**src/rtl/tlc_pkg.sv**
```systemverilog
package tlc_pkg;

  localparam int WINDOW_LOG2 = 4;
  localparam int SAMPLE_BITS = 16;
  localparam int WIN_SIZE    = 1 << WINDOW_LOG2;
  localparam int SUM_BITS    = SAMPLE_BITS + WINDOW_LOG2;

  localparam int CFG_ADDR_BITS = 3;
  localparam int CFG_DATA_BITS = 16;

  typedef enum logic [CFG_ADDR_BITS-1:0] {
    CFG_CHANGE_THRESHOLD = 3'd0,
    CFG_INTEGRAL_LIMIT   = 3'd1,
    CFG_LEAK_AMOUNT      = 3'd2,
    CFG_TICKS_PER_SECOND = 3'd3,
    CFG_AUTO_OFF_SECONDS = 3'd4
  } cfg_idx_t;

  typedef struct packed {
    logic [14:0] change_threshold;
    logic [14:0] integral_limit;
    logic [14:0] leak_amount;
    logic [15:0] ticks_per_second;
    logic [14:0] auto_off_seconds;
  } cfg_t;

  typedef enum logic [2:0] {
    PH_SETTLE = 3'b001,
    PH_IDLE   = 3'b010,
    PH_TOGGLE = 3'b100
  } phase_t;

  localparam logic [1:0] PHASE_CODE_SETTLE = 2'd0;
  localparam logic [1:0] PHASE_CODE_IDLE   = 2'd1;
  localparam logic [1:0] PHASE_CODE_TOGGLE = 2'd2;

  typedef struct packed {
    logic               touch;
    logic               refilling;
    logic [15:0]        baseline;
    logic signed [16:0] change;
    logic [15:0]        accumulated;
  } det_res_t;

  typedef struct packed {
    logic        lamp;
    logic [1:0]  phase;
    logic [14:0] seconds_left;
  } lamp_res_t;

  function automatic logic [1:0] phase_code(input phase_t ph);
    logic [1:0] code;
    case (ph)
      PH_IDLE:   code = PHASE_CODE_IDLE;
      PH_TOGGLE: code = PHASE_CODE_TOGGLE;
      default:   code = PHASE_CODE_SETTLE;
    endcase
    return code;
  endfunction

endpackage

```
**src/rtl/tlc_detect.sv**
```systemverilog
module tlc_detect (
  input  logic                               clk,
  input  logic                               rst_n,
  input  logic                               step,
  input  logic [tlc_pkg::SAMPLE_BITS-1:0]    sample,
  input  tlc_pkg::cfg_t                      cfg,
  input  logic                               restart,
  output tlc_pkg::det_res_t                  res
);
  import tlc_pkg::*;

  logic [SAMPLE_BITS-1:0]   store_r [WIN_SIZE];
  logic [SUM_BITS-1:0]      sum_r, sum_nxt;
  logic [SAMPLE_BITS-1:0]   avg_r, avg_nxt;
  logic [15:0]              integ_r, integ_nxt;
  logic [WINDOW_LOG2-1:0]   slot_r, slot_nxt;
  logic [WINDOW_LOG2:0]     fill_cnt_r, fill_cnt_nxt, fill_inc;
  logic                     refill_r, refill_nxt;

  logic [SAMPLE_BITS-1:0]   oldest;
  logic signed [16:0]       chg;
  logic                     over;
  logic [16:0]              integ_add;
  logic [15:0]              integ_mid;
  logic                     touch;
  logic                     wr_en;
  logic [WINDOW_LOG2-1:0]   wr_idx;

  always_comb begin
    oldest    = store_r[slot_r];
    chg       = $signed({1'b0, 16'(avg_r)}) - $signed({1'b0, 16'(sample)});
    over      = !chg[16] && (chg[15:0] > {1'b0, cfg.change_threshold});
    integ_add = {1'b0, integ_r} + {2'b0, cfg.change_threshold};
    fill_inc  = fill_cnt_r + 1'b1;

    sum_nxt      = sum_r;
    avg_nxt      = avg_r;
    integ_nxt    = integ_r;
    slot_nxt     = slot_r;
    fill_cnt_nxt = fill_cnt_r;
    refill_nxt   = refill_r;
    integ_mid    = integ_r;
    touch        = 1'b0;
    wr_en        = 1'b0;
    wr_idx       = slot_r;

    if (refill_r) begin
      wr_en   = 1'b1;
      wr_idx  = fill_cnt_r[WINDOW_LOG2-1:0];
      sum_nxt = sum_r + SUM_BITS'(sample);
      if (fill_inc == (WINDOW_LOG2+1)'(WIN_SIZE)) begin
        refill_nxt   = 1'b0;
        fill_cnt_nxt = '0;
        slot_nxt     = '0;
        avg_nxt      = sum_nxt[SUM_BITS-1:WINDOW_LOG2];
      end else begin
        fill_cnt_nxt = fill_inc;
      end
    end else begin
      if (over) begin
        // large drop: treat as touch energy, keep it out of the baseline
        integ_mid = integ_add[16] ? 16'hFFFF : integ_add[15:0];
      end else begin
        wr_en    = 1'b1;
        sum_nxt  = sum_r - SUM_BITS'(oldest) + SUM_BITS'(sample);
        slot_nxt = slot_r + 1'b1;
        avg_nxt  = sum_nxt[SUM_BITS-1:WINDOW_LOG2];
      end
      touch = integ_mid > {1'b0, cfg.integral_limit};
      if (touch) begin
        integ_nxt = '0;
      end else if (integ_mid > {1'b0, cfg.leak_amount}) begin
        integ_nxt = integ_mid - {1'b0, cfg.leak_amount};
      end else begin
        integ_nxt = '0;
      end
    end

    if (restart) begin
      refill_nxt   = 1'b1;
      fill_cnt_nxt = '0;
      sum_nxt      = '0;
      integ_nxt    = '0;
    end

    res.touch       = touch;
    res.refilling   = refill_r;
    res.baseline    = 16'(avg_nxt);
    res.change      = refill_r ? 17'sd0 : chg;
    res.accumulated = integ_nxt;
  end

  always_ff @(posedge clk) begin
    if (!rst_n) begin
      sum_r      <= '0;
      avg_r      <= '0;
      integ_r    <= '0;
      slot_r     <= '0;
      fill_cnt_r <= '0;
      refill_r   <= 1'b1;
    end else if (step) begin
      sum_r      <= sum_nxt;
      avg_r      <= avg_nxt;
      integ_r    <= integ_nxt;
      slot_r     <= slot_nxt;
      fill_cnt_r <= fill_cnt_nxt;
      refill_r   <= refill_nxt;
    end
  end

  always_ff @(posedge clk) begin
    if (step && wr_en) begin
      store_r[wr_idx] <= sample;
    end
  end

endmodule

```
**src/rtl/tlc_lamp.sv**
```systemverilog
module tlc_lamp (
  input  logic                clk,
  input  logic                rst_n,
  input  logic                step,
  input  logic                active,
  input  logic                touch,
  input  tlc_pkg::cfg_t       cfg,
  output logic                restart,
  output tlc_pkg::lamp_res_t  res
);
  import tlc_pkg::*;

  phase_t      phase_r, phase_nxt;
  logic        lamp_r, lamp_nxt;
  logic [15:0] tick_r, tick_nxt;
  logic [14:0] timer_r, timer_nxt;

  logic [15:0] tick_inc;
  logic        tick_over;

  always_comb begin
    tick_inc  = tick_r + 1'b1;
    tick_over = tick_inc > cfg.ticks_per_second;

    phase_nxt = phase_r;
    lamp_nxt  = lamp_r;
    tick_nxt  = tick_r;
    timer_nxt = timer_r;
    restart   = 1'b0;

    if (active) begin
      case (phase_r)
        PH_IDLE: begin
          if (lamp_r) begin
            if (timer_r != '0) begin
              if (tick_over) begin
                tick_nxt  = tick_inc - cfg.ticks_per_second;
                timer_nxt = timer_r - 1'b1;
              end else begin
                tick_nxt = tick_inc;
              end
            end else begin
              lamp_nxt = 1'b0;
            end
          end else begin
            timer_nxt = '0;
          end
          if (touch) begin
            phase_nxt = PH_TOGGLE;
          end
        end
        PH_TOGGLE: begin
          lamp_nxt  = !lamp_r;
          timer_nxt = lamp_r ? 15'd0 : cfg.auto_off_seconds;
          phase_nxt = PH_SETTLE;
          tick_nxt  = '0;
        end
        default: begin
          phase_nxt = PH_SETTLE;
          if (tick_over) begin
            tick_nxt  = tick_inc - cfg.ticks_per_second;
            phase_nxt = PH_IDLE;
            restart   = step;
          end else begin
            tick_nxt = tick_inc;
          end
        end
      endcase
    end

    res.lamp         = lamp_nxt;
    res.phase        = phase_code(phase_nxt);
    res.seconds_left = timer_nxt;
  end

  always_ff @(posedge clk) begin
    if (!rst_n) begin
      phase_r <= PH_SETTLE;
      lamp_r  <= 1'b0;
      tick_r  <= '0;
      timer_r <= '0;
    end else if (step) begin
      phase_r <= phase_nxt;
      lamp_r  <= lamp_nxt;
      tick_r  <= tick_nxt;
      timer_r <= timer_nxt;
    end
  end

endmodule

```
**src/rtl/touch_toggle_lamp_controller_unit.sv**
```systemverilog
// channel   | handshake              | payload
// ----------+------------------------+-------------------------------------------
// input     | in_valid / in_ready    | in_sample
// result    | out_valid / out_ready  | out_touch, out_lamp, out_phase,
//           |                        | out_seconds_left, out_refilling,
//           |                        | out_baseline, out_change, out_accumulated
// config    | cfg_we                 | cfg_addr, cfg_wdata
//
// One request per cycle unless the result stalls; input register, then result register.
// The rate is set by the per-sample state update: window sum, integrator and lamp timer.
// Reset is synchronous, active low; the first 16 samples after reset refill the window.
// A stalled result holds the result register; one more request waits in the input register.
module touch_toggle_lamp_controller_unit (
  input  logic                               clk,
  input  logic                               rst_n,
  input  logic                               in_valid,
  output logic                               in_ready,
  input  logic [15:0]                        in_sample,
  output logic                               out_valid,
  input  logic                               out_ready,
  output logic                               out_touch,
  output logic                               out_lamp,
  output logic [1:0]                         out_phase,
  output logic [14:0]                        out_seconds_left,
  output logic                               out_refilling,
  output logic [15:0]                        out_baseline,
  output logic signed [16:0]                 out_change,
  output logic [15:0]                        out_accumulated,
  input  logic                               cfg_we,
  input  logic [tlc_pkg::CFG_ADDR_BITS-1:0]  cfg_addr,
  input  logic [tlc_pkg::CFG_DATA_BITS-1:0]  cfg_wdata
);
  import tlc_pkg::*;

  cfg_t                   cfg_r;
  logic                   in_v_r;
  logic [SAMPLE_BITS-1:0] in_sample_r;
  logic                   out_v_r;
  logic                   step;
  logic                   restart;
  det_res_t               det_res;
  lamp_res_t              lamp_res;

  assign step     = in_v_r && (!out_v_r || out_ready);
  assign in_ready = !in_v_r || step;

  always_ff @(posedge clk) begin
    if (!rst_n) begin
      cfg_r.change_threshold <= 15'd100;
      cfg_r.integral_limit   <= 15'd1000;
      cfg_r.leak_amount      <= 15'd10;
      cfg_r.ticks_per_second <= 16'd1000;
      cfg_r.auto_off_seconds <= 15'd3600;
    end else if (cfg_we) begin
      case (cfg_addr)
        CFG_CHANGE_THRESHOLD: cfg_r.change_threshold <= cfg_wdata[14:0];
        CFG_INTEGRAL_LIMIT:   cfg_r.integral_limit   <= cfg_wdata[14:0];
        CFG_LEAK_AMOUNT:      cfg_r.leak_amount      <= cfg_wdata[14:0];
        CFG_TICKS_PER_SECOND: cfg_r.ticks_per_second <= cfg_wdata;
        CFG_AUTO_OFF_SECONDS: cfg_r.auto_off_seconds <= cfg_wdata[14:0];
        default: ;
      endcase
    end
  end

  always_ff @(posedge clk) begin
    if (!rst_n) begin
      in_v_r <= 1'b0;
    end else if (in_ready) begin
      in_v_r <= in_valid;
    end
  end

  always_ff @(posedge clk) begin
    if (in_ready && in_valid) begin
      in_sample_r <= in_sample[SAMPLE_BITS-1:0];
    end
  end

  tlc_detect u_detect (
    .clk     (clk),
    .rst_n   (rst_n),
    .step    (step),
    .sample  (in_sample_r),
    .cfg     (cfg_r),
    .restart (restart),
    .res     (det_res)
  );

  tlc_lamp u_lamp (
    .clk     (clk),
    .rst_n   (rst_n),
    .step    (step),
    .active  (!det_res.refilling),
    .touch   (det_res.touch),
    .cfg     (cfg_r),
    .restart (restart),
    .res     (lamp_res)
  );

  always_ff @(posedge clk) begin
    if (!rst_n) begin
      out_v_r <= 1'b0;
    end else if (step) begin
      out_v_r <= 1'b1;
    end else if (out_ready) begin
      out_v_r <= 1'b0;
    end
  end

  always_ff @(posedge clk) begin
    if (step) begin
      out_touch        <= det_res.touch;
      out_refilling    <= det_res.refilling;
      out_baseline     <= det_res.baseline;
      out_change       <= det_res.change;
      out_accumulated  <= det_res.accumulated;
      out_lamp         <= lamp_res.lamp;
      out_phase        <= lamp_res.phase;
      out_seconds_left <= lamp_res.seconds_left;
    end
  end

  assign out_valid = out_v_r;

  // refill samples carry no detection
  a_refill_quiet: assert property (@(posedge clk) disable iff (!rst_n)
    out_valid && out_refilling |-> !out_touch && out_change == 17'sd0)
    else $error("refill result carries touch or change");

  // a dark lamp never has time left on the auto-off timer
  a_dark_no_timer: assert property (@(posedge clk) disable iff (!rst_n)
    out_valid && !out_lamp |-> out_seconds_left == 15'd0)
    else $error("lamp off with auto-off time left");

  // input side only backs up when the result register is stalled
  a_backpressure: assert property (@(posedge clk) disable iff (!rst_n)
    !in_ready |-> out_valid && !out_ready)
    else $error("input stalled without a stalled result");

endmodule
```
**config.mk**
```make
export PLATFORM = sky130hd
export DESIGN_NAME = touch_toggle_lamp_controller_unit
export DESIGN_NICKNAME = d
export VERILOG_FILES = /design/src/rtl/tlc_pkg.sv /design/src/rtl/tlc_detect.sv /design/src/rtl/tlc_lamp.sv /design/src/rtl/touch_toggle_lamp_controller_unit.sv
export SDC_FILE = /design/constraint.sdc
export NUM_CORES = 1
export LEC_CHECK = 0
export ABC_CLOCK_PERIOD_IN_PS = 7500
export BUFFER_PORTS_ARGS = -buffer_cell sky130_fd_sc_hd__buf_2
export CAP_MARGIN = 30
export CORE_ASPECT_RATIO = 1.4
export CORE_MARGIN = 2
export CORE_UTILIZATION = 30
export CTS_BUF_LIST = sky130_fd_sc_hd__clkbuf_16
export CTS_CLUSTER_DIAMETER = 40
export DETAILED_ROUTE_END_ITERATION = 6
export GPL_TIMING_DRIVEN = 0
export HOLD_SLACK_MARGIN = 0.1
export PLACE_DENSITY = 0.44
export SETUP_SLACK_MARGIN = 0.15
export SLEW_MARGIN = 15
export SYNTH_ARGS = -nofsm -noshare
export SYNTH_HDL_FRONTEND = slang
export SYNTH_HIERARCHICAL = 1
export SYNTH_SLANG_ARGS = --single-unit
```
**constraint.sdc**
```tcl
create_clock -name clk -period 7.5 [get_ports clk]
set_clock_uncertainty 0.1 [all_clocks]
set_input_delay 1.5 -clock clk [delete_from_list [all_inputs] [get_ports clk]]
set_output_delay 1.5 -clock clk [all_outputs]
set_load 0.1 [all_outputs]
```
==> flow_metrics.env <==
export IMPL_synthTopCellsByCount="edfxtp_1, nand2_1, dfxtp_1, inv_1, nor2_1"
export IMPL_die_y_um=360.4
export IMPL_hp_class="register to register"
export IMPL_path_class="register to register"
export IMPL_critPathMaxFanout=8
export IMPL_cp_startpoint="in_sample_r[1]"
export IMPL_fin_crit_ns=7.051
export IMPL_avgSynthCellArea_um2=11.37
export IMPL_grt_antenna_before_repair=0
export IMPL_power_density_nw_per_um2=230.8
export IMPL_yosysTopAreaCell="edfxtp_1"
export IMPL_cp_start_kind="register"
export IMPL_maxSlewViolCount=0
export IMPL_grt_pass1_wl_mm=131.6
export IMPL_grt_pass1_vias=20910
export IMPL_synth_edf_count=341
export IMPL_synth_area_leaders="edfxtp_1, dfxtp_1, mux4_2"
export IMPL_rows=130
export IMPL_peakVddDrop_mv=0.1730
export IMPL_syn_to_final_growth_pct=21.48
export IMPL_fin_ws_ns=0.4490
export IMPL_via_per_inst=5.168
export IMPL_cts_sinks=520
export IMPL_place_ws_ns=-2.163
export IMPL_synth_main_ff_cell="edfxtp_1"
export IMPL_yosysMostFrequentCell="edfxtp_1"
export IMPL_crit_buf_inv=3
export IMPL_hold_viol=0
export IMPL_cp_required_ns=7.79
export IMPL_drt_first_pass_iters=5
export IMPL_gp_congestion=0.9112
export IMPL_min_delay_start="cfg_r[60]"
export IMPL_avgRoutedWirePerCell_um=22.71
export IMPL_ctsHtreeMaxLevel=3
export IMPL_cts_buffer_depth=3
export IMPL_fin_nets=2838
export IMPL_finish_utilization=0.3683
export IMPL_critPathSlowestCell="o41a_1"
export IMPL_p_leak_nw=12.53
export IMPL_r2r_start="in_sample_r[1]"
export IMPL_core_um2=89790
export IMPL_overflow=0
export IMPL_ios=111
export IMPL_critical_path_max_stage_delay_ns=0.46
export IMPL_root_buffer="clkbuf_16"
export IMPL_seq_area_frac_synth=0.5079
export IMPL_vias=20150
export IMPL_ant_nets=0
export IMPL_slew_headroom=0.2896
export IMPL_tightest_slew_ns=1.061
export IMPL_yosysUniqueCellTypes=89
export IMPL_cp_end_kind="register"
export IMPL_dieArea_um2=93190
export IMPL_synth_seq_cells=520
export IMPL_yosys_warnings=6
export IMPL_critPathTopFamily="compound AO/OA/AOI/OAI gates"
export IMPL_die_w_um=258.6
export IMPL_arrival_ns=7.34
export IMPL_grt_max_degree=29
export IMPL_synth_nets=2589
export IMPL_cts_tree="yes"
export IMPL_drc=0
export IMPL_status="finished clean"
export IMPL_port_buffers=109
export IMPL_grt_use_total=0.1894
export IMPL_rsz0062_at_grt="yes"
export IMPL_syn_area_um2=27220
export IMPL_timing_final_crit_share=0.9401
export IMPL_drtIter0Drc=1252
export IMPL_clk_pin_slew_ns=0.05
export IMPL_insertion_delay_ns=0.65
export IMPL_yosysTopAreaCellShare=0.3762
export IMPL_place_hpwl_mm=66.93
export IMPL_drive_gt1_frac=0.1856
export IMPL_n_fill_cell=8894
export IMPL_cap_violations=0
export IMPL_fin_setup_tns_ns=0
export IMPL_setup_violations_final=0
export IMPL_synthCells=2394
export IMPL_max_freq_mhz=141.8
export IMPL_synthArstFlopShare=0
export IMPL_cts_inserted_buffers=86
export IMPL_n_antenna_cell=0
export IMPL_start_util=0.3031
export IMPL_drt_total_wl_mm=88.51
-- per-layer routing --
metal  global-route usage  vias to the layer above  part of all wire
met5                    0                        -                 0
met4               0.1062                        0             0.054
met3              0.02248                      209             0.038
met2               0.3444                      562              0.52
met1               0.2129                     9955              0.39
li1                     -                     9420                 -
-- cells in the final DEF, fill, tap and decap left out, types with 12 or more instances in the layout --
cell / instances
edfxtp_1: 341
nand2_1: 224
dfxtp_1: 179
inv_1: 177
ha_1: 127
nor2_1: 126
buf_2: 121
a21oi_1: 109
o21ai_0: 107
clkbuf_16: 91
mux2i_1: 84
mux4_2: 80
nand3_1: 62
clkbuf_1: 57
xnor2_1: 48
nor2b_1: 45
nor3_1: 43
xor2_1: 40
buf_4: 35
a21o_1: 34
o21a_1: 28
and2_1: 26
a31oi_1: 26
nand4_1: 19
nand2b_1: 19
a22o_1: 19
fa_1: 19
o211ai_1: 18
o31ai_1: 17
a32o_1: 16
buf_1: 15
buf_8: 15
nor2_2: 14
o21bai_1: 13
inv_6: 12
clkinv_1: 12
nor4_1: 12
-- what timing repair did --
action	4_1_cts	5_1_grt
endpoints found under the setup margin	297	52
hold buffers	0	0
pin swaps	2	19
setup buffers	16	12
resized for setup	37	48
-- through the flow --
| stage | cells | total power [W] | hold slack (ns) | instance area (µm²) |
|---|---|---|---|---|
| 2_1_floorplan | 2394 | 0.003656 | 0.3339 | 27220 |
| 3_3_place_gp | 3691 | 0.003848 | 0.3473 | 29250 |
| 3_5_place_dp | 3714 | 0.003863 | 0.3505 | 29680 |
| 4_1_cts | 3884 | 0.007724 | 0.3601 | 32760 |
| 5_1_grt | 3898 | 0.007918 | 0.3776 | 33060 |
| 6_report | 3898 | 0.007632 | 0.3608 | 33060 |
-- kinds of logic (layout without fill, tap and decap cells) --
group | after synthesis | in the layout | synth area share
AO/OA/AOI/OAI | 523 | 523 | 0.1283
buffers and inverters | 272 | 588 | 0.04013
AND/OR/NAND/NOR | 663 | 663 | 0.1178
flip-flops | 520 | 520 | 0.5079
adder cells (fa/ha/maj) | 155 | 155 | 0.07704
XOR/XNOR | 92 | 92 | 0.02960
multiplexers | 169 | 169 | 0.09929
-- sequential cells by signal (all words and copies together) (netlist names), 2 cells and up, named ones only --
register / cells
cfg_r: 76
in_sample_r: 16
out_accumulated: 16
out_baseline: 16
out_change: 17
out_phase: 2
out_seconds_left: 15
u_detect/avg_r: 16
u_detect/fill_cnt_r: 5
u_detect/integ_r: 16
u_detect/slot_r: 4
u_detect/store_r: 256
u_detect/sum_r: 20
u_lamp/phase_r: 3
u_lamp/tick_r: 16
u_lamp/timer_r: 15
-- where the power goes --
part           internal, W  switching (W)
Combinational     0.000224       0.000469
Sequential         0.00310      0.0000406
Clock              0.00234        0.00146
-- worst min-delay path: stages, from the launching register on --
cell     delay [ns]
dfxtp_1        0.31
nand2_1        0.05
mux2i_1        0.05
-- worst paths after layout --
path	slack [ns]	cells past startpoint	to
setup / recovery	0.45	32	out_accumulated[10]
hold / removal	0.36	2	cfg_r[60]
setup reg to reg	0.45	32	out_accumulated[10]
hold reg to reg	0.36	2	cfg_r[60]
-- area by class of cell --
cell class,count,area [µm²],area share
inverters,170,638.1,0.01930
clock buffers,91,2277,0.06887
plain buffers,101,476.7,0.01442
well taps,1188,1486,0.04496
flip-flops and latches,520,13820,0.4181
clock inverters,64,504.2,0.01525
multi-input cells,1602,12710,0.3844
repair buffers,162,1150,0.03478
Note: power is estimated with default switching activity, not from simulation.
